===== src/sv/htr_pkg.sv =====
// Shared types, constants and lookup functions of the heater regulator.
// Depends on nothing; the controller, datapath and top level refer to it by scoped names.
`default_nettype none

package htr_pkg;

   localparam int WINDOW_HALF_CYCLES_DEF = 100;
   localparam int SUM_WIDTH_DEF          = 32;

   localparam int CHUNK_W = 16;
   localparam int GAIN_W  = 24;
   localparam int ACC_W   = 64;

   localparam logic signed [ACC_W-1:0] FULL_ACC  = 64'sd39321600;
   localparam logic [6:0]              POWER_MAX = 7'd100;
   localparam logic [3:0]              DIV_LAST  = 4'd15;

   localparam logic [1:0] MODE_OFF  = 2'd0;
   localparam logic [1:0] MODE_FULL = 2'd1;
   localparam logic [1:0] MODE_RAMP = 2'd2;

   localparam logic [2:0] REG_RUN_MODE     = 3'd0;
   localparam logic [2:0] REG_TARGET_TEMP  = 3'd1;
   localparam logic [2:0] REG_RAMP_SECONDS = 3'd2;
   localparam logic [2:0] REG_P_GAIN       = 3'd3;
   localparam logic [2:0] REG_I_GAIN       = 3'd4;
   localparam logic [2:0] REG_D_GAIN       = 3'd5;

   localparam logic [1:0] TERM_P = 2'd0;
   localparam logic [1:0] TERM_I = 2'd1;
   localparam logic [1:0] TERM_D = 2'd2;

   typedef enum logic [1:0] {
      CMD_TICK    = 2'd0,
      CMD_RESTART = 2'd1,
      CMD_CROSS   = 2'd2,
      CMD_NOP     = 2'd3
   } cmd_type;

   typedef enum logic [4:0] {
      OP_NONE,
      OP_LOAD,
      OP_FAULT,
      OP_RESTART,
      OP_CROSS,
      OP_OFF,
      OP_FS_START,
      OP_FS_HOLD,
      OP_FS_FULL,
      OP_RAMP_START,
      OP_DIV_STEP,
      OP_DIV_END,
      OP_RAMP_ADV,
      OP_PID_BEGIN,
      OP_MUL,
      OP_TERM_END,
      OP_PID_END
   } op_type;

   typedef struct packed {
      logic [1:0]  run_mode;
      logic [7:0]  target_temp;
      logic [15:0] ramp_seconds;
      logic [23:0] p_gain;
      logic [23:0] i_gain;
      logic [23:0] d_gain;
   } cfg_type;

   typedef struct packed {
      op_type     op;
      logic [1:0] term;
      logic [1:0] chunk;
   } dp_cmd_type;

   typedef struct packed {
      cmd_type    cmd;
      logic       fault;
      logic [1:0] run_mode;
      logic       started;
      logic       band_reached;
      logic       hold_nz;
   } dp_status_type;

   typedef struct packed {
      logic [6:0] heater_power;
      logic       gate_on;
      logic       sensor_fault;
      logic [7:0] ramp_target;
   } result_type;

   typedef struct packed {
      logic [8:0] hold;
      logic [4:0] band;
   } approach_type;

   // Hold count and approach band chosen by setpoint bracket.
   function automatic approach_type approach_lookup(input logic [7:0] sp);
      approach_type r;
      if (sp < 8'd50)       r = '{hold: 9'd270, band: 5'd13};
      else if (sp < 8'd60)  r = '{hold: 9'd265, band: 5'd17};
      else if (sp < 8'd70)  r = '{hold: 9'd260, band: 5'd18};
      else if (sp < 8'd80)  r = '{hold: 9'd255, band: 5'd18};
      else if (sp < 8'd90)  r = '{hold: 9'd250, band: 5'd17};
      else if (sp < 8'd100) r = '{hold: 9'd245, band: 5'd16};
      else if (sp < 8'd110) r = '{hold: 9'd240, band: 5'd16};
      else if (sp < 8'd120) r = '{hold: 9'd230, band: 5'd16};
      else if (sp < 8'd130) r = '{hold: 9'd210, band: 5'd15};
      else if (sp < 8'd140) r = '{hold: 9'd190, band: 5'd15};
      else                  r = '{hold: 9'd170, band: 5'd12};
      return r;
   endfunction

endpackage

`default_nettype wire


===== src/sv/htr_req_if.sv =====
// Request channel of the heater regulator: valid/ready plus one input item.
// Depends on nothing.
`default_nettype none

interface htr_req_if;
   logic        valid;
   logic        ready;
   logic [1:0]  cmd;
   logic [15:0] sensor_word;

   modport source (output valid, output cmd, output sensor_word, input ready);
   modport sink   (input valid, input cmd, input sensor_word, output ready);
endinterface

`default_nettype wire


===== src/sv/htr_rsp_if.sv =====
// Result channel of the heater regulator: valid/ready plus one result item.
// Depends on nothing.
`default_nettype none

interface htr_rsp_if;
   logic       valid;
   logic       ready;
   logic [6:0] heater_power;
   logic       gate_on;
   logic       sensor_fault;
   logic [7:0] ramp_target;

   modport source (output valid, output heater_power, output gate_on,
                   output sensor_fault, output ramp_target, input ready);
   modport sink   (input valid, input heater_power, input gate_on,
                   input sensor_fault, input ramp_target, output ready);
endinterface

`default_nettype wire


===== src/sv/htr_dpath.sv =====
// Datapath of the heater regulator: regulation state, PID multiply-accumulate,
// ramp divider and triac window. Depends on htr_pkg; driven by htr_ctrl.
`default_nettype none

module htr_dpath #(
   parameter int WINDOW_HALF_CYCLES = htr_pkg::WINDOW_HALF_CYCLES_DEF,
   parameter int SUM_WIDTH          = htr_pkg::SUM_WIDTH_DEF
) (
   input  wire logic                  clock,
   input  wire logic                  reset,
   input  wire htr_pkg::cfg_type      cfg,
   input  wire logic                  mode_wr,
   input  wire logic [1:0]            req_cmd,
   input  wire logic [15:0]           req_word,
   input  wire htr_pkg::dp_cmd_type   ctl,
   output htr_pkg::dp_status_type     status,
   output htr_pkg::result_type        result
);

   localparam int NCH    = (SUM_WIDTH + htr_pkg::CHUNK_W - 1) / htr_pkg::CHUNK_W;
   localparam int MAG_W  = NCH * htr_pkg::CHUNK_W;
   localparam int PROD_W = htr_pkg::GAIN_W + MAG_W;
   localparam int CMP_W  = (PROD_W > htr_pkg::ACC_W) ? PROD_W : htr_pkg::ACC_W;
   localparam logic [CMP_W-1:0] SAT_MAG = CMP_W'(1) << 62;
   localparam logic [6:0]       WIN_END = 7'(WINDOW_HALF_CYCLES);

   // registers
   logic [1:0]                  cmd_ff, cmd_in;
   logic [15:0]                 word_ff, word_in;
   logic                        started_ff, started_in;
   logic signed [SUM_WIDTH-1:0] sum_ff, sum_in;
   logic signed [13:0]          last_err_ff, last_err_in;
   logic                        windup_ff, windup_in;
   logic [8:0]                  hold_ff, hold_in;
   logic [4:0]                  band_ff, band_in;
   logic [7:0]                  setpoint_ff, setpoint_in;
   logic [15:0]                 ticks_ff, ticks_in;
   logic [15:0]                 phase_ff, phase_in;
   logic [15:0]                 step_ff, step_in;
   logic [6:0]                  power_ff, power_in;
   logic [6:0]                  half_ff, half_in;
   logic                        gate_ff, gate_in;
   logic                        fault_ff, fault_in;
   logic signed [13:0]          err_ff, err_in;
   logic signed [14:0]          dif_ff, dif_in;
   logic [PROD_W-1:0]           prod_ff, prod_in;
   logic signed [63:0]          acc_ff, acc_in;
   logic [15:0]                 quot_ff, quot_in;
   logic [7:0]                  rem_ff, rem_in;
   logic [7:0]                  divisor_ff, divisor_in;

   // combinational helpers
   logic [12:0]                 temp_q;
   logic [10:0]                 deg;
   logic signed [9:0]           bound;
   logic                        band_reached;
   logic [7:0]                  sp_sel;
   logic signed [14:0]          err_wide;
   logic signed [13:0]          err_new;
   logic signed [SUM_WIDTH:0]   sum_ext;
   logic signed [SUM_WIDTH-1:0] sum_sat;
   logic                        opnd_sgn;
   logic [MAG_W-1:0]            opnd_mag;
   logic [23:0]                 gain_sel;
   logic [15:0]                 chunk_val;
   logic [39:0]                 prod_part;
   logic [CMP_W-1:0]            prod_cmp;
   logic [62:0]                 mag_sat;
   logic signed [63:0]          term_val;
   logic [8:0]                  div_t;
   logic                        div_ge;
   logic [7:0]                  ramp_from;
   logic [15:0]                 ticks_next;
   logic [16:0]                 phase_inc;
   logic [15:0]                 phase_next;
   logic [6:0]                  half_base;
   logic [16:0]                 third;
   htr_pkg::approach_type       appr;

   always_comb begin
      temp_q       = word_ff[15:3];
      deg          = temp_q[12:2];
      bound        = $signed({2'b00, cfg.target_temp}) - $signed({5'b00000, band_ff});
      band_reached = bound[9] || (deg >= {2'b00, bound[8:0]});
      sp_sel       = (cfg.run_mode == htr_pkg::MODE_RAMP) ? setpoint_ff : cfg.target_temp;
      err_wide     = $signed({3'b000, sp_sel, 2'b00}) - $signed({2'b00, temp_q});
      err_new      = err_wide[13:0];
      sum_ext      = {sum_ff[SUM_WIDTH-1], sum_ff}
                   + {{(SUM_WIDTH + 1 - 14){err_new[13]}}, err_new};
      // saturate the integrator at the signed range
      if (sum_ext[SUM_WIDTH] != sum_ext[SUM_WIDTH-1]) begin
         sum_sat = sum_ext[SUM_WIDTH] ? {1'b1, {(SUM_WIDTH-1){1'b0}}}
                                      : {1'b0, {(SUM_WIDTH-1){1'b1}}};
      end else begin
         sum_sat = sum_ext[SUM_WIDTH-1:0];
      end

      unique case (ctl.term)
         htr_pkg::TERM_P: begin
            opnd_sgn = err_ff[13];
            opnd_mag = MAG_W'(err_ff[13] ? 14'(-err_ff) : 14'(err_ff));
            gain_sel = cfg.p_gain;
         end
         htr_pkg::TERM_I: begin
            opnd_sgn = sum_ff[SUM_WIDTH-1];
            opnd_mag = MAG_W'(sum_ff[SUM_WIDTH-1] ? SUM_WIDTH'(-sum_ff) : SUM_WIDTH'(sum_ff));
            gain_sel = cfg.i_gain;
         end
         default: begin
            opnd_sgn = dif_ff[14];
            opnd_mag = MAG_W'(dif_ff[14] ? 15'(-dif_ff) : 15'(dif_ff));
            gain_sel = cfg.d_gain;
         end
      endcase
      chunk_val = 16'(opnd_mag >> {ctl.chunk, 4'b0000});
      prod_part = gain_sel * chunk_val;
      prod_cmp  = CMP_W'(prod_ff);
      mag_sat   = (prod_cmp > SAT_MAG) ? SAT_MAG[62:0] : prod_cmp[62:0];
      term_val  = opnd_sgn ? -$signed({1'b0, mag_sat}) : $signed({1'b0, mag_sat});

      div_t      = {rem_ff, quot_ff[15]};
      div_ge     = div_t >= {1'b0, divisor_ff};
      ramp_from  = (deg > 11'd255) ? 8'd255 : deg[7:0];
      ticks_next = ticks_ff + 16'd1;
      phase_inc  = {1'b0, phase_ff} + 17'd1;
      phase_next = ((ticks_next == 16'd0) || (phase_inc == {1'b0, step_ff}))
                 ? 16'd0 : phase_inc[15:0];
      half_base  = (half_ff == WIN_END) ? 7'd0 : half_ff;
      // divide by 393216 as shift by 17 then divide by 3 through reciprocal
      third      = {8'd0, acc_ff[25:17]} * 17'd171;
      appr       = htr_pkg::approach_lookup(cfg.target_temp);

      cmd_in      = cmd_ff;
      word_in     = word_ff;
      started_in  = started_ff;
      sum_in      = sum_ff;
      last_err_in = last_err_ff;
      windup_in   = windup_ff;
      hold_in     = hold_ff;
      band_in     = band_ff;
      setpoint_in = setpoint_ff;
      ticks_in    = ticks_ff;
      phase_in    = phase_ff;
      step_in     = step_ff;
      power_in    = power_ff;
      half_in     = half_ff;
      gate_in     = gate_ff;
      fault_in    = fault_ff;
      err_in      = err_ff;
      dif_in      = dif_ff;
      prod_in     = prod_ff;
      acc_in      = acc_ff;
      quot_in     = quot_ff;
      rem_in      = rem_ff;
      divisor_in  = divisor_ff;

      unique case (ctl.op)
         htr_pkg::OP_NONE: begin
         end
         htr_pkg::OP_LOAD: begin
            cmd_in   = req_cmd;
            word_in  = req_word;
            gate_in  = 1'b0;
            fault_in = 1'b0;
         end
         htr_pkg::OP_FAULT: begin
            fault_in = 1'b1;
            power_in = 7'd0;
         end
         htr_pkg::OP_RESTART, htr_pkg::OP_OFF: begin
            started_in = 1'b0;
            power_in   = 7'd0;
         end
         htr_pkg::OP_CROSS: begin
            gate_in = half_base < power_ff;
            half_in = half_base + 7'd1;
         end
         htr_pkg::OP_FS_START: begin
            sum_in      = '0;
            last_err_in = '0;
            windup_in   = 1'b0;
            hold_in     = appr.hold;
            band_in     = appr.band;
            started_in  = 1'b1;
         end
         htr_pkg::OP_FS_HOLD: begin
            power_in = 7'd0;
            hold_in  = hold_ff - 9'd1;
         end
         htr_pkg::OP_FS_FULL: begin
            power_in = htr_pkg::POWER_MAX;
         end
         htr_pkg::OP_RAMP_START: begin
            sum_in      = '0;
            last_err_in = '0;
            windup_in   = 1'b0;
            ticks_in    = 16'd0;
            phase_in    = 16'd0;
            setpoint_in = (ramp_from < 8'd255) ? ramp_from + 8'd1 : 8'd255;
            divisor_in  = (cfg.target_temp > ramp_from) ? cfg.target_temp - ramp_from : 8'd1;
            quot_in     = cfg.ramp_seconds;
            rem_in      = 8'd0;
            started_in  = 1'b1;
         end
         htr_pkg::OP_DIV_STEP: begin
            rem_in  = div_ge ? 8'(div_t - {1'b0, divisor_ff}) : div_t[7:0];
            quot_in = {quot_ff[14:0], div_ge};
         end
         htr_pkg::OP_DIV_END: begin
            step_in = (quot_ff == 16'd0) ? 16'd1 : quot_ff;
         end
         htr_pkg::OP_RAMP_ADV: begin
            ticks_in = ticks_next;
            phase_in = phase_next;
            if ((phase_next == 16'd0) && (setpoint_ff < cfg.target_temp)) begin
               setpoint_in = setpoint_ff + 8'd1;
            end
         end
         htr_pkg::OP_PID_BEGIN: begin
            if (!windup_ff) begin
               sum_in = sum_sat;
            end
            err_in      = err_new;
            dif_in      = {err_new[13], err_new} - {last_err_ff[13], last_err_ff};
            last_err_in = err_new;
            prod_in     = '0;
            acc_in      = '0;
         end
         htr_pkg::OP_MUL: begin
            prod_in = prod_ff + (PROD_W'(prod_part) << {ctl.chunk, 4'b0000});
         end
         htr_pkg::OP_TERM_END: begin
            acc_in  = acc_ff + term_val;
            prod_in = '0;
         end
         htr_pkg::OP_PID_END: begin
            priority if (acc_ff > htr_pkg::FULL_ACC) begin
               power_in  = htr_pkg::POWER_MAX;
               windup_in = 1'b1;
            end else if (acc_ff < 0) begin
               power_in  = 7'd0;
               windup_in = 1'b1;
            end else begin
               power_in  = third[15:9];
               windup_in = 1'b0;
            end
         end
         default: begin
         end
      endcase

      // run_mode write restarts regulation
      if (mode_wr) begin
         started_in = 1'b0;
         power_in   = 7'd0;
      end
   end

   always_ff @(posedge clock) begin
      if (reset) begin
         started_ff  <= 1'b0;
         sum_ff      <= '0;
         last_err_ff <= '0;
         windup_ff   <= 1'b0;
         hold_ff     <= 9'd0;
         band_ff     <= 5'd0;
         setpoint_ff <= 8'd0;
         ticks_ff    <= 16'd0;
         phase_ff    <= 16'd0;
         step_ff     <= 16'd1;
         power_ff    <= 7'd0;
         half_ff     <= 7'd0;
         gate_ff     <= 1'b0;
         fault_ff    <= 1'b0;
         cmd_ff      <= 2'd0;
      end else begin
         started_ff  <= started_in;
         sum_ff      <= sum_in;
         last_err_ff <= last_err_in;
         windup_ff   <= windup_in;
         hold_ff     <= hold_in;
         band_ff     <= band_in;
         setpoint_ff <= setpoint_in;
         ticks_ff    <= ticks_in;
         phase_ff    <= phase_in;
         step_ff     <= step_in;
         power_ff    <= power_in;
         half_ff     <= half_in;
         gate_ff     <= gate_in;
         fault_ff    <= fault_in;
         cmd_ff      <= cmd_in;
      end
   end

   always_ff @(posedge clock) begin
      word_ff    <= word_in;
      err_ff     <= err_in;
      dif_ff     <= dif_in;
      prod_ff    <= prod_in;
      acc_ff     <= acc_in;
      quot_ff    <= quot_in;
      rem_ff     <= rem_in;
      divisor_ff <= divisor_in;
   end

   always_comb begin
      status.cmd          = htr_pkg::cmd_type'(cmd_ff);
      status.fault        = word_ff[2];
      status.run_mode     = cfg.run_mode;
      status.started      = started_ff;
      status.band_reached = band_reached;
      status.hold_nz      = hold_ff != 9'd0;
      result.heater_power = power_ff;
      result.gate_on      = gate_ff;
      result.sensor_fault = fault_ff;
      result.ramp_target  = setpoint_ff;
   end

endmodule

`default_nettype wire


===== src/sv/htr_ctrl.sv =====
// Controller of the heater regulator: sequences one item through the datapath.
// Depends on htr_pkg; commands htr_dpath.
`default_nettype none

module htr_ctrl #(
   parameter int SUM_WIDTH = htr_pkg::SUM_WIDTH_DEF
) (
   input  wire logic                   clock,
   input  wire logic                   reset,
   input  wire logic                   req_valid,
   output logic                        req_ready,
   input  wire logic                   rsp_free,
   output logic                        out_load,
   input  wire htr_pkg::dp_status_type status,
   output htr_pkg::dp_cmd_type         ctl
);

   localparam int NCH = (SUM_WIDTH + htr_pkg::CHUNK_W - 1) / htr_pkg::CHUNK_W;
   localparam logic [1:0] LAST_CHUNK = 2'(NCH - 1);

   typedef enum logic [3:0] {
      ST_IDLE,
      ST_DECODE,
      ST_FS_TEST,
      ST_DIV,
      ST_DIV_END,
      ST_RAMP,
      ST_PID_BEGIN,
      ST_MUL,
      ST_TERM,
      ST_PID_END,
      ST_DONE
   } state_type;

   state_type  state_ff, state_in;
   logic [3:0] div_cnt_ff, div_cnt_in;
   logic [1:0] term_ff, term_in;
   logic [1:0] chunk_ff, chunk_in;

   always_comb begin
      state_in   = state_ff;
      div_cnt_in = div_cnt_ff;
      term_in    = term_ff;
      chunk_in   = chunk_ff;
      ctl.op     = htr_pkg::OP_NONE;
      ctl.term   = term_ff;
      ctl.chunk  = chunk_ff;
      req_ready  = 1'b0;
      out_load   = 1'b0;

      unique case (state_ff)
         ST_IDLE: begin
            req_ready = 1'b1;
            if (req_valid) begin
               ctl.op   = htr_pkg::OP_LOAD;
               state_in = ST_DECODE;
            end
         end
         ST_DECODE: begin
            unique case (status.cmd)
               htr_pkg::CMD_TICK: begin
                  priority if (status.fault) begin
                     ctl.op   = htr_pkg::OP_FAULT;
                     state_in = ST_DONE;
                  end else if (status.run_mode == htr_pkg::MODE_FULL) begin
                     if (!status.started) ctl.op = htr_pkg::OP_FS_START;
                     state_in = ST_FS_TEST;
                  end else if (status.run_mode == htr_pkg::MODE_RAMP) begin
                     if (!status.started) begin
                        ctl.op     = htr_pkg::OP_RAMP_START;
                        div_cnt_in = 4'd0;
                        state_in   = ST_DIV;
                     end else begin
                        state_in = ST_RAMP;
                     end
                  end else begin
                     ctl.op   = htr_pkg::OP_OFF;
                     state_in = ST_DONE;
                  end
               end
               htr_pkg::CMD_RESTART: begin
                  ctl.op   = htr_pkg::OP_RESTART;
                  state_in = ST_DONE;
               end
               htr_pkg::CMD_CROSS: begin
                  ctl.op   = htr_pkg::OP_CROSS;
                  state_in = ST_DONE;
               end
               htr_pkg::CMD_NOP: begin
                  state_in = ST_DONE;
               end
            endcase
         end
         ST_FS_TEST: begin
            priority if (!status.band_reached) begin
               ctl.op   = htr_pkg::OP_FS_FULL;
               state_in = ST_DONE;
            end else if (status.hold_nz) begin
               ctl.op   = htr_pkg::OP_FS_HOLD;
               state_in = ST_DONE;
            end else begin
               state_in = ST_PID_BEGIN;
            end
         end
         ST_DIV: begin
            ctl.op     = htr_pkg::OP_DIV_STEP;
            div_cnt_in = div_cnt_ff + 4'd1;
            if (div_cnt_ff == htr_pkg::DIV_LAST) state_in = ST_DIV_END;
         end
         ST_DIV_END: begin
            ctl.op   = htr_pkg::OP_DIV_END;
            state_in = ST_RAMP;
         end
         ST_RAMP: begin
            ctl.op   = htr_pkg::OP_RAMP_ADV;
            state_in = ST_PID_BEGIN;
         end
         ST_PID_BEGIN: begin
            ctl.op   = htr_pkg::OP_PID_BEGIN;
            term_in  = htr_pkg::TERM_P;
            chunk_in = 2'd0;
            state_in = ST_MUL;
         end
         ST_MUL: begin
            ctl.op = htr_pkg::OP_MUL;
            if (chunk_ff == LAST_CHUNK) begin
               state_in = ST_TERM;
            end else begin
               chunk_in = chunk_ff + 2'd1;
            end
         end
         ST_TERM: begin
            ctl.op = htr_pkg::OP_TERM_END;
            if (term_ff == htr_pkg::TERM_D) begin
               state_in = ST_PID_END;
            end else begin
               term_in  = term_ff + 2'd1;
               chunk_in = 2'd0;
               state_in = ST_MUL;
            end
         end
         ST_PID_END: begin
            ctl.op   = htr_pkg::OP_PID_END;
            state_in = ST_DONE;
         end
         ST_DONE: begin
            // hold until the output register can take the result
            if (rsp_free) begin
               out_load = 1'b1;
               state_in = ST_IDLE;
            end
         end
         default: begin
            state_in = ST_IDLE;
         end
      endcase
   end

   always_ff @(posedge clock) begin
      if (reset) begin
         state_ff   <= ST_IDLE;
         div_cnt_ff <= 4'd0;
         term_ff    <= 2'd0;
         chunk_ff   <= 2'd0;
      end else begin
         state_ff   <= state_in;
         div_cnt_ff <= div_cnt_in;
         term_ff    <= term_in;
         chunk_ff   <= chunk_in;
      end
   end

endmodule

`default_nettype wire


===== src/sv/heater_temperature_regulator_core.sv =====
// Top level of the heater regulator: CSR block, output register, controller and datapath.
// Depends on htr_pkg, htr_req_if, htr_rsp_if, htr_ctrl and htr_dpath.
//
// Usage:
//  - req_chan carries one item per transfer: cmd 0 is a regulation tick with a
//    thermocouple word, cmd 1 restarts regulation, cmd 2 is a mains zero crossing.
//  - rsp_chan returns exactly one result per item: power, gate, fault, ramp target.
//  - The APB port (psel/penable/pwrite/paddr/pwdata) holds six registers at
//    byte address 4*index; write them only while the block is idle.
//  - Restart, crossing and fault items go from decode to the done state and on to
//    the output register; a PID tick runs the shared 24x16 multiplier, which walks
//    each gain product chunk by chunk. The first tick of a ramp also runs the
//    bit-serial divider that computes the step interval.
//  - One item is in work at a time; the next is taken as soon as the result sits
//    in the output register, even while the receiver has not yet taken it.
//  - A stalled receiver holds the result in the output register and the next
//    finished item waits in the controller until the register frees up.
//  - Synchronous reset loads the register defaults, clears regulation state and
//    drops any pending result; no clearing pass is needed.
`default_nettype none

module heater_temperature_regulator_core #(
   parameter int WINDOW_HALF_CYCLES = htr_pkg::WINDOW_HALF_CYCLES_DEF,
   parameter int SUM_WIDTH          = htr_pkg::SUM_WIDTH_DEF
) (
   input  wire logic        clock,
   input  wire logic        reset,
   htr_req_if.sink          req_chan,
   htr_rsp_if.source        rsp_chan,
   input  wire logic        psel,
   input  wire logic        penable,
   input  wire logic        pwrite,
   input  wire logic [4:0]  paddr,
   input  wire logic [31:0] pwdata,
   output logic [31:0]      prdata,
   output logic             pready
);

   htr_pkg::cfg_type       cfg_ff, cfg_in;
   logic                   mode_wr;
   logic                   csr_write;
   logic [2:0]             csr_index;
   htr_pkg::dp_cmd_type    ctl;
   htr_pkg::dp_status_type status;
   htr_pkg::result_type    result;
   htr_pkg::result_type    rsp_data_ff;
   logic                   rsp_valid_ff, rsp_valid_in;
   logic                   rsp_free;
   logic                   out_load;
   logic                   req_ready;

   // CSR write decode: registers sit on word addresses
   always_comb begin
      pready    = 1'b1;
      csr_write = psel && penable && pwrite;
      csr_index = paddr[4:2];
      cfg_in    = cfg_ff;
      mode_wr   = 1'b0;
      if (csr_write) begin
         unique case (csr_index)
            htr_pkg::REG_RUN_MODE: begin
               cfg_in.run_mode = pwdata[1:0];
               mode_wr         = 1'b1;
            end
            htr_pkg::REG_TARGET_TEMP:  cfg_in.target_temp  = pwdata[7:0];
            htr_pkg::REG_RAMP_SECONDS: cfg_in.ramp_seconds = pwdata[15:0];
            htr_pkg::REG_P_GAIN:       cfg_in.p_gain       = pwdata[23:0];
            htr_pkg::REG_I_GAIN:       cfg_in.i_gain       = pwdata[23:0];
            htr_pkg::REG_D_GAIN:       cfg_in.d_gain       = pwdata[23:0];
            default: begin
            end
         endcase
      end
   end

   // CSR read back
   always_comb begin
      unique case (csr_index)
         htr_pkg::REG_RUN_MODE:     prdata = 32'(cfg_ff.run_mode);
         htr_pkg::REG_TARGET_TEMP:  prdata = 32'(cfg_ff.target_temp);
         htr_pkg::REG_RAMP_SECONDS: prdata = 32'(cfg_ff.ramp_seconds);
         htr_pkg::REG_P_GAIN:       prdata = 32'(cfg_ff.p_gain);
         htr_pkg::REG_I_GAIN:       prdata = 32'(cfg_ff.i_gain);
         htr_pkg::REG_D_GAIN:       prdata = 32'(cfg_ff.d_gain);
         default:                   prdata = 32'd0;
      endcase
   end

   always_ff @(posedge clock) begin
      if (reset) begin
         cfg_ff.run_mode     <= htr_pkg::MODE_OFF;
         cfg_ff.target_temp  <= 8'd50;
         cfg_ff.ramp_seconds <= 16'd900;
         cfg_ff.p_gain       <= 24'd1153434;
         cfg_ff.i_gain       <= 24'd13350;
         cfg_ff.d_gain       <= 24'd16609444;
      end else begin
         cfg_ff <= cfg_in;
      end
   end

   // Output register: free when empty or drained by this transfer
   assign rsp_free = !rsp_valid_ff || rsp_chan.ready;

   always_comb begin
      rsp_valid_in = rsp_valid_ff;
      if (out_load) begin
         rsp_valid_in = 1'b1;
      end else if (rsp_chan.ready) begin
         rsp_valid_in = 1'b0;
      end
   end

   always_ff @(posedge clock) begin
      if (reset) begin
         rsp_valid_ff <= 1'b0;
      end else begin
         rsp_valid_ff <= rsp_valid_in;
      end
   end

   always_ff @(posedge clock) begin
      if (out_load) rsp_data_ff <= result;
   end

   assign req_chan.ready        = req_ready;
   assign rsp_chan.valid        = rsp_valid_ff;
   assign rsp_chan.heater_power = rsp_data_ff.heater_power;
   assign rsp_chan.gate_on      = rsp_data_ff.gate_on;
   assign rsp_chan.sensor_fault = rsp_data_ff.sensor_fault;
   assign rsp_chan.ramp_target  = rsp_data_ff.ramp_target;

   htr_ctrl #(
      .SUM_WIDTH (SUM_WIDTH)
   ) u_ctrl (
      .clock     (clock),
      .reset     (reset),
      .req_valid (req_chan.valid),
      .req_ready (req_ready),
      .rsp_free  (rsp_free),
      .out_load  (out_load),
      .status    (status),
      .ctl       (ctl)
   );

   htr_dpath #(
      .WINDOW_HALF_CYCLES (WINDOW_HALF_CYCLES),
      .SUM_WIDTH          (SUM_WIDTH)
   ) u_dpath (
      .clock    (clock),
      .reset    (reset),
      .cfg      (cfg_ff),
      .mode_wr  (mode_wr),
      .req_cmd  (req_chan.cmd),
      .req_word (req_chan.sensor_word),
      .ctl      (ctl),
      .status   (status),
      .result   (result)
   );

`ifndef SYNTHESIS
   // power never leaves the percent range
   a_power_range: assert property (@(posedge clock) disable iff (reset)
      rsp_valid_ff |-> (rsp_data_ff.heater_power <= htr_pkg::POWER_MAX))
      else $error("heater power above full scale");

   // a result is either a crossing or a tick, never both flags
   a_flags_exclusive: assert property (@(posedge clock) disable iff (reset)
      rsp_valid_ff |-> !(rsp_data_ff.gate_on && rsp_data_ff.sensor_fault))
      else $error("gate and fault flags set together");

   // no second item is taken in the cycle after a transfer
   a_one_in_flight: assert property (@(posedge clock) disable iff (reset)
      (req_chan.valid && req_ready) |=> !req_ready)
      else $error("request taken while an item is in work");

   // a waiting result is never overwritten
   a_no_overwrite: assert property (@(posedge clock) disable iff (reset)
      (rsp_valid_ff && !rsp_chan.ready) |-> !out_load)
      else $error("result loaded over an untaken result");
`endif

endmodule

`default_nettype wire

===== src/flat_wrapper.sv =====
// flat-port wrapper written by rule: the top's interface ports become plain ports
module heater_temperature_regulator_core_flat 
#(
   parameter int WINDOW_HALF_CYCLES = htr_pkg::WINDOW_HALF_CYCLES_DEF,
   parameter int SUM_WIDTH          = htr_pkg::SUM_WIDTH_DEF
)
  (clock, reset, psel, penable, pwrite, paddr, pwdata, prdata, pready, req_chan_valid, req_chan_cmd, req_chan_sensor_word, req_chan_ready, rsp_chan_valid, rsp_chan_heater_power, rsp_chan_gate_on, rsp_chan_sensor_fault, rsp_chan_ramp_target, rsp_chan_ready);
  htr_req_if req_chan_i ();
  htr_rsp_if rsp_chan_i ();
  input  wire logic clock;
  input  wire logic reset;
  input  wire logic psel;
  input  wire logic penable;
  input  wire logic pwrite;
  input  wire logic [4:0] paddr;
  input  wire logic [31:0] pwdata;
  output logic [31:0] prdata;
  output logic pready;
  input wire logic [$bits(req_chan_i.valid)-1:0] req_chan_valid;
  input wire logic [$bits(req_chan_i.cmd)-1:0] req_chan_cmd;
  input wire logic [$bits(req_chan_i.sensor_word)-1:0] req_chan_sensor_word;
  output wire logic [$bits(req_chan_i.ready)-1:0] req_chan_ready;
  output wire logic [$bits(rsp_chan_i.valid)-1:0] rsp_chan_valid;
  output wire logic [$bits(rsp_chan_i.heater_power)-1:0] rsp_chan_heater_power;
  output wire logic [$bits(rsp_chan_i.gate_on)-1:0] rsp_chan_gate_on;
  output wire logic [$bits(rsp_chan_i.sensor_fault)-1:0] rsp_chan_sensor_fault;
  output wire logic [$bits(rsp_chan_i.ramp_target)-1:0] rsp_chan_ramp_target;
  input wire logic [$bits(rsp_chan_i.ready)-1:0] rsp_chan_ready;
  assign req_chan_i.valid = req_chan_valid;
  assign req_chan_i.cmd = req_chan_cmd;
  assign req_chan_i.sensor_word = req_chan_sensor_word;
  assign req_chan_ready = req_chan_i.ready;
  assign rsp_chan_valid = rsp_chan_i.valid;
  assign rsp_chan_heater_power = rsp_chan_i.heater_power;
  assign rsp_chan_gate_on = rsp_chan_i.gate_on;
  assign rsp_chan_sensor_fault = rsp_chan_i.sensor_fault;
  assign rsp_chan_ramp_target = rsp_chan_i.ramp_target;
  assign rsp_chan_i.ready = rsp_chan_ready;
  heater_temperature_regulator_core #(.WINDOW_HALF_CYCLES(WINDOW_HALF_CYCLES), .SUM_WIDTH(SUM_WIDTH)) u_core (.clock(clock), .reset(reset), .req_chan(req_chan_i), .rsp_chan(rsp_chan_i), .psel(psel), .penable(penable), .pwrite(pwrite), .paddr(paddr), .pwdata(pwdata), .prdata(prdata), .pready(pready));
endmodule

===== config.mk =====
export PLATFORM = sky130hd
export DESIGN_NAME = heater_temperature_regulator_core_flat
export DESIGN_NICKNAME = d
export VERILOG_FILES = /design/src/sv/htr_pkg.sv /design/src/sv/htr_req_if.sv /design/src/sv/htr_rsp_if.sv /design/src/sv/htr_dpath.sv /design/src/sv/htr_ctrl.sv /design/src/sv/heater_temperature_regulator_core.sv /design/src/flat_wrapper.sv
export SDC_FILE = /design/constraint.sdc
export NUM_CORES = 2
export LEC_CHECK = 0
export ABC_AREA = 1
export BUFFER_PORTS_ARGS = -buffer_cell sky130_fd_sc_hd__clkbuf_2
export CORE_ASPECT_RATIO = 1.75
export CORE_MARGIN = 10
export CORE_UTILIZATION = 30
export DETAILED_ROUTE_END_ITERATION = 7
export MAX_ROUTING_LAYER = met4
export PLACE_DENSITY = 0.5
export SYNTH_ARGS = -nofsm -noshare
export SYNTH_HDL_FRONTEND = slang
export SYNTH_SLANG_ARGS = --single-unit

===== constraint.sdc =====
create_clock -name clock -period 8.3 [get_ports clock]
set_input_delay 0.415 -clock clock [delete_from_list [all_inputs] [get_ports clock]]
set_output_delay 0.415 -clock clock [all_outputs]
set_load 0.005 [all_outputs]

---- Yosys cells after proc, flatten, opt, wreduce, memory -nomap -nowiden ----
Index checks and enable logic that the tools add are counted.
word-level totals
  output and inout port bits .............. 52
  flip-flop bits (word level) ............. 461
operators by class
  multiplexer cells ....................... 89
  add/subtract/negate cells ............... 21
  $mul .................................... 2
  equality and inequality tests ........... 56
  reductions and logical operators ........ 48
  order comparisons ....................... 19
  shifts and indexed selects .............. 2
operators by type and width
  cell                                                             number
  2-to-1 mux 32 bit                                                6
  case mux 24 bit (6 select lines)                                 1
  case mux 32 bit (2 select lines)                                 2
  case mux 64 bit (2 select lines)                                 1
  case mux 56 bit (2 select lines)                                 1
  case mux 16 bit (2 select lines)                                 3
  2-to-1 mux 12 bit                                                6
  2-to-1 mux 4 bit                                                 17
  adder 64 bit                                                     1
  greater-than comparator 64 x 27 -> 1 bit, second input constant  1
  < comparator 64 x 1 -> 1 bit, second input constant              1
  2-to-1 mux 64 bit                                                1
  negator 56 -> 64 bit                                             1
  adder 56 bit                                                     1
  left shift 40 x 6 -> 56 bit                                      1
  case mux 5 bit (10 select lines)                                 1
  zero test 16 bit                                                 3
  < comparator 8 x 7 -> 1 bit, second input constant               6
  case mux 24 bit (2 select lines)                                 1
  case mux 4 bit (11 select lines)                                 1
  2-to-1 mux 14 bit                                                3
  == test 5 x 4 -> 1 bit, second input constant                    8
  multiplier 24 x 16 -> 40 bit                                     1
  2-to-1 mux 8 bit                                                 5
  other kinds (75)                                                 164

---- Logic depth before layout (Yosys ltp) ----
  depth in word-level cells ............... 12
  depth in mapped cells ................... 62
  depth with buffers taken out ............ 62

---- Hierarchy ----
A second synthesis with hierarchy kept.
second synthesis, totals
  cells, all modules ...................... 7142
  area, all modules ....................... 50215.7 um^2
by module, submodules not included
  module                             area an instance (um^2)  seq. area each (um^2)  cells each  instances
  htr_dpath                          43934.6                  8558.2                 6224        1
  heater_temperature_regulator_core  5275.1                   2492.4                 750         1
  htr_ctrl                           1006.0                   240.2                  168         1

---- Worst setup path before layout ----
Ideal clock, no wire load.
  path type ............................... flip-flop to flip-flop
  start ................................... reg u_core.u_dpath.sum_ff[1]
  end ..................................... reg u_core.u_dpath.prod_ff[54], data pin
  data required time ...................... 8154 ps
  data arrival time ....................... 9013 ps
  buffers on the path ..................... 1
  stages on the path, launching flop included .. 55
  setup slack ............................. -859 ps
  path through ............................ dfxtp_1 inv_1 ha_1 inv_1 nor2_1 nand3_1 nor2_1 inv_1 o21ai_1 inv_1 nor2_2 inv_1 a21oi_1 o21ai_0 xnor2_1 o21ai_1 nand2_1 inv_2 [... 19 more ...] nand2_1 nand3_1 nand3_1 nand2_1 o21ai_0 inv_1 ha_1 a21oi_1 nor2_1 nor2_1 o21ai_0 a221oi_1 nand2_1 a21oi_1 nor2_1 nor3_1 o21ai_0 a21oi_1
between the ends
  longest elaborated chain between the ends .. 8
ends and longest elaborated chain
  item                                RTL line          RTL
  from (decl)                         htr_dpath.sv:31   logic signed [SUM_WIDTH-1:0] sum_ff, sum_in;
  from (signal assigned)              htr_dpath.sv:278  sum_ff <= sum_in;
  negator 32 bit                      htr_dpath.sv:106  opnd_mag = MAG_W'(sum_ff[SUM_WIDTH-1] ? SUM_WIDTH'(-sum_ff) : SUM_WIDTH'(sum_ff));
  2-to-1 mux 32 bit *                 htr_dpath.sv:106
  case mux 32 bit (2 select lines) *  htr_dpath.sv:98   unique case (ctl.term)
  >> shifter 32 x 6 -> 16 bit *       htr_dpath.sv:115  chunk_val = 16'(opnd_mag >> {ctl.chunk, 4'b0000});
  multiplier 24 x 16 -> 40 bit *      htr_dpath.sv:116  prod_part = gain_sel * chunk_val;
  left shift 40 x 6 -> 56 bit *       htr_dpath.sv:230  prod_in = prod_ff + (PROD_W'(prod_part) << {ctl.chunk, 4'b0000});
  adder 56 bit *                      htr_dpath.sv:230
  case mux 56 bit (2 select lines) *  htr_dpath.sv:157  unique case (ctl.op)
  to (signal assigned)                htr_dpath.sv:299  prod_ff <= prod_in;
  to (decl)                           htr_dpath.sv:46   logic [PROD_W-1:0] prod_ff, prod_in;
Mark *: on every way between the ends. The rest lies on a longest branch, timed or not.
A chain may end at the register's enable or synchronous reset.

---- Worst setup path after layout ----
  start ................................... reg u_core.u_dpath.err_ff[0]
  end ..................................... reg u_core.u_dpath.prod_ff[54], data pin
between the ends
  longest elaborated chain between the ends .. 8
ends and longest elaborated chain
  item                                RTL line          RTL
  from (decl)                         htr_dpath.sv:44   logic signed [13:0] err_ff, err_in;
  from (signal assigned)              htr_dpath.sv:297  err_ff <= err_in;
  negator 14 bit                      htr_dpath.sv:101  opnd_mag = MAG_W'(err_ff[13] ? 14'(-err_ff) : 14'(err_ff));
  2-to-1 mux 32 bit *                 htr_dpath.sv:101
  case mux 32 bit (2 select lines) *  htr_dpath.sv:98
  >> shifter 32 x 6 -> 16 bit *       htr_dpath.sv:115
  multiplier 24 x 16 -> 40 bit *      htr_dpath.sv:116
  left shift 40 x 6 -> 56 bit *       htr_dpath.sv:230
  adder 56 bit *                      htr_dpath.sv:230
  case mux 56 bit (2 select lines) *  htr_dpath.sv:157
Marks and branches as above.

==> impl_results.md <==
* Vias in the first global route at 51,590
* Gpl congestion at 0.9509
* DR WL met3 at 6.055 mm
* Crit end category: register
* Most common cell after layout, fill and taps aside: nand2_1
* Largest delay contributor family on the critical path: adder cells
* CTS tree: done
* Final setup fails at 39
* # DRC at 0
* Synth Area in XOR/XNOR at 3.792%
* Area of the mapped netlist at 0.04913 sq mm
* Total placed instance area at 0.05846 sq mm
* Main combinational cell family by area after synthesis: adder cells
* Port bufs at 92
* Syn Area/Cell at 7.113 sq um
* FF+latch count, synth at 458
* Crit path time final at 9.379 ns
* Routed via count at 49,640
* Routed vias/inst at 4.917
* Final WS setup at -1.079 ns
* Routed Antenna Nets at 0
* Most frequent cells in the layout: nand2_1 (1,157), inv_1 (1,076), buf_4 (837), nor2_1 (697), a21oi_1 (562)
* Met1 wire length at 70.93 mm
* Main area contributors after synthesis: fa_1 (13%), edfxtp_1 (13%), ha_1 (10%)
* Clock Latency Late Sink at 0.69 ns
* Simple-gate area share of the yosys netlist at 22.57%
* Hold Path Class: input pin to register
* Clk root buf: clkbuf_16
* Violated checks: negative setup slack
* Clock buffer depth at 3
* Post-synthesis async set-or-reset flop share at 0%
* CP max-delay cell: fa_2
* DR top layer: met4
* Max-slew violations at 0
* Die Width at 325.9 microns
* Mux contribution to synthesized area at 0.04075%
* Sequential fraction of the synthesis area at 22.98%
* F_max at 106.6 MHz
* Pre-antenna DRT Iters at 6
* Slew HR at 16.97%
* # Max-Cap Violations at 0
* Status: complete, but fails checks
* Row Count at 196
* Final hold vios at 0
* Post-synthesis compound-gate area fraction at 16.28%
* Syn Inst Count at 6,907
* HPWL after DPL at 156.3 mm
* Routed wl met2 at 101.6 mm
* RSZ-0062 raised after global routing: true
* Largest net degree at the start of global routing at 102
* Die height at 555.3 microns
* Gr usage total at 21.18%
* Largest area contributor in the synthesized netlist: fa_1
* Initial detailed-routing violation count at 2,366
* Top FF cell, synth: dfxtp_1
* Worst slew pin tran at 1.244 ns
* Layout area overhead at 33.35%
* Total grt overflow at 0
* Startpoint types: register
* Final wirelength at 191.7 mm
* Htree depth at 2
* Clk_skew at 0.05837 ns
* Core Footprint at 0.1628 sq mm
* Synth warn at 0
* Buf/Inv on CP at 13
* Crit Path Max Fanout at 4
* Worst Path Required at 8.83 ns
* Die ar. at 0.1810 sq mm
* EDFF count, synth at 212
* Synth Area in Adders at 23.36%
* Netlist cell types at 67
* Worst path max stage delay at 0.63 ns
* Period utilization at 113.0%
* CTS Sinks at 458
* Critical path class: register to register
* DR WL/cell at 18.99 microns
* Starting density of the core at 30.17%
* Num CTS Buffers at 52
* Final instance area at 0.06552 sq mm
* First-pass GRT wire length at 292.4 mm
* Initial antenna violation count at 11
* Place WS at -1.897 ns
* Proportion of layout cells with a drive suffix above 1 at 24.48%
* Synth top area share at 13.32%
* IO Count at 114
* Fin nets at 8,653
* Crit path DAT at 9.91 ns
* Clock-pin slew on the worst setup and hold paths at 0.07 ns
==> registers in the layout (all words and copies together) (netlist names), 7 cells and up <==
signal                        count
u_core.cfg_ff                    98
u_core.u_dpath.acc_ff            64
u_core.u_dpath.prod_ff           56
u_core.u_dpath.sum_ff            32
u_core.u_dpath.phase_ff          16
u_core.u_dpath.quot_ff           16
u_core.u_dpath.step_ff           16
u_core.u_dpath.ticks_ff          16
u_core.u_dpath.dif_ff            15
u_core.u_dpath.err_ff            14
u_core.u_dpath.last_err_ff       14
u_core.u_dpath.word_ff           14
u_core.u_dpath.hold_ff            9
u_core.rsp_chan.ramp_target       8
u_core.u_dpath.divisor_ff         8
u_core.u_dpath.rem_ff             8
u_core.u_dpath.setpoint_ff        8
u_core.rsp_chan.heater_power      7
u_core.u_dpath.half_ff            7
u_core.u_dpath.power_ff           7
==> worst paths after layout <==
| kind | slack (ns) | startpoint | to | depth (start not counted) |
|---|---|---|---|---|
| min reg2reg | 0.45 | u_core.u_dpath.gate_ff$_SDFFE_PP0P_ | u_core.rsp_chan.gate_on$_DFFE_PP_ | 0 |
| max | -1.08 | u_core.u_dpath.err_ff[0]$_DFFE_PP_ | u_core.u_dpath.prod_ff[54]$_SDFFCE_PP0P_ | 52 |
| max reg2reg | -1.08 | u_core.u_dpath.err_ff[0]$_DFFE_PP_ | u_core.u_dpath.prod_ff[54]$_SDFFCE_PP0P_ | 52 |
| min | 0.06 | pwdata[2] | u_core.cfg_ff[2]$_SDFFE_PP1P_ | 3 |
==> worst min-delay path: cells and delay by family <==
family / cells / cell delay (ns)
and+or+nand+nor: 2 / 0.14
buffers and inverters: 1 / 0.16
==> Yosys cell counts (all sizes together) (46+ instances only) <==
cell type / number
fa: 327
xnor2: 89
inv: 1197
nor3: 93
or2: 47
nand2: 1292
buf: 46
dfxtp: 246
ha: 394
nor2: 811
nand4: 51
edfxtp: 212
a21oi: 661
o211ai: 50
o22ai: 52
a31oi: 63
o21ai: 442
xor2: 121
clkbuf: 141
nand3: 308
==> cells by family after synthesis <==
group | Yosys count
XOR/XNOR | 211
AND/OR/NAND/NOR | 2664
adder cells (fa/ha/maj) | 721
other | 2
AO/OA/AOI/OAI | 1440
buffers and inverters | 1409
multiplexers | 2
flip-flops | 458
==> through the flow <==
stage               util [%]  TNS (ns)  cells  hold slack (ns)
detailed placement     35.90    -48.55   9811           0.4379
global placement       35.90    -44.95   9811           0.4262
finish                 40.24    -30.19  10100          0.06154
floorplan                  -    -1.219   6914           0.4086
global route           40.24    -48.14  10100          0.05555
CTS                    38.96    -31.28  10040          0.01593
==> cell type report <==
| cell class | count | area, sq um |
|---|---|---|
| repair buffers | 1089 | 8808 |
| flip-flops and latches | 458 | 11300 |
| multi-input cells | 5047 | 36300 |
| clock buffers | 67 | 1429 |
| fillers | 17000 | 97320 |
| well taps | 2178 | 2725 |
| diodes | 4 | 10.01 |
| inverters | 1222 | 4627 |
| clock inverters | 31 | 316.6 |
==> timing repair <==
action                                 4_1_cts  5_1_grt
setup buffers                              101       62
endpoints found under the hold margin       41        0
pin swaps                                  214      242
gates cloned                                 2        0
hold buffers                                30        0
setup endpoints to repair                   46       46
gates resized for setup                    567      421
==> per-layer routing <==
layer / global-route usage, % / vias up
li1: - / 24430
met1: 21.19 / 23610
met2: 40.00 / 1107
met3: 1.945 / 496
met4: 11.55 / 0
met5: - / -
Power is left out: the tool's default activity adds up to more than one toggle a clock period on the data nets, which glitch-free logic cannot reach.
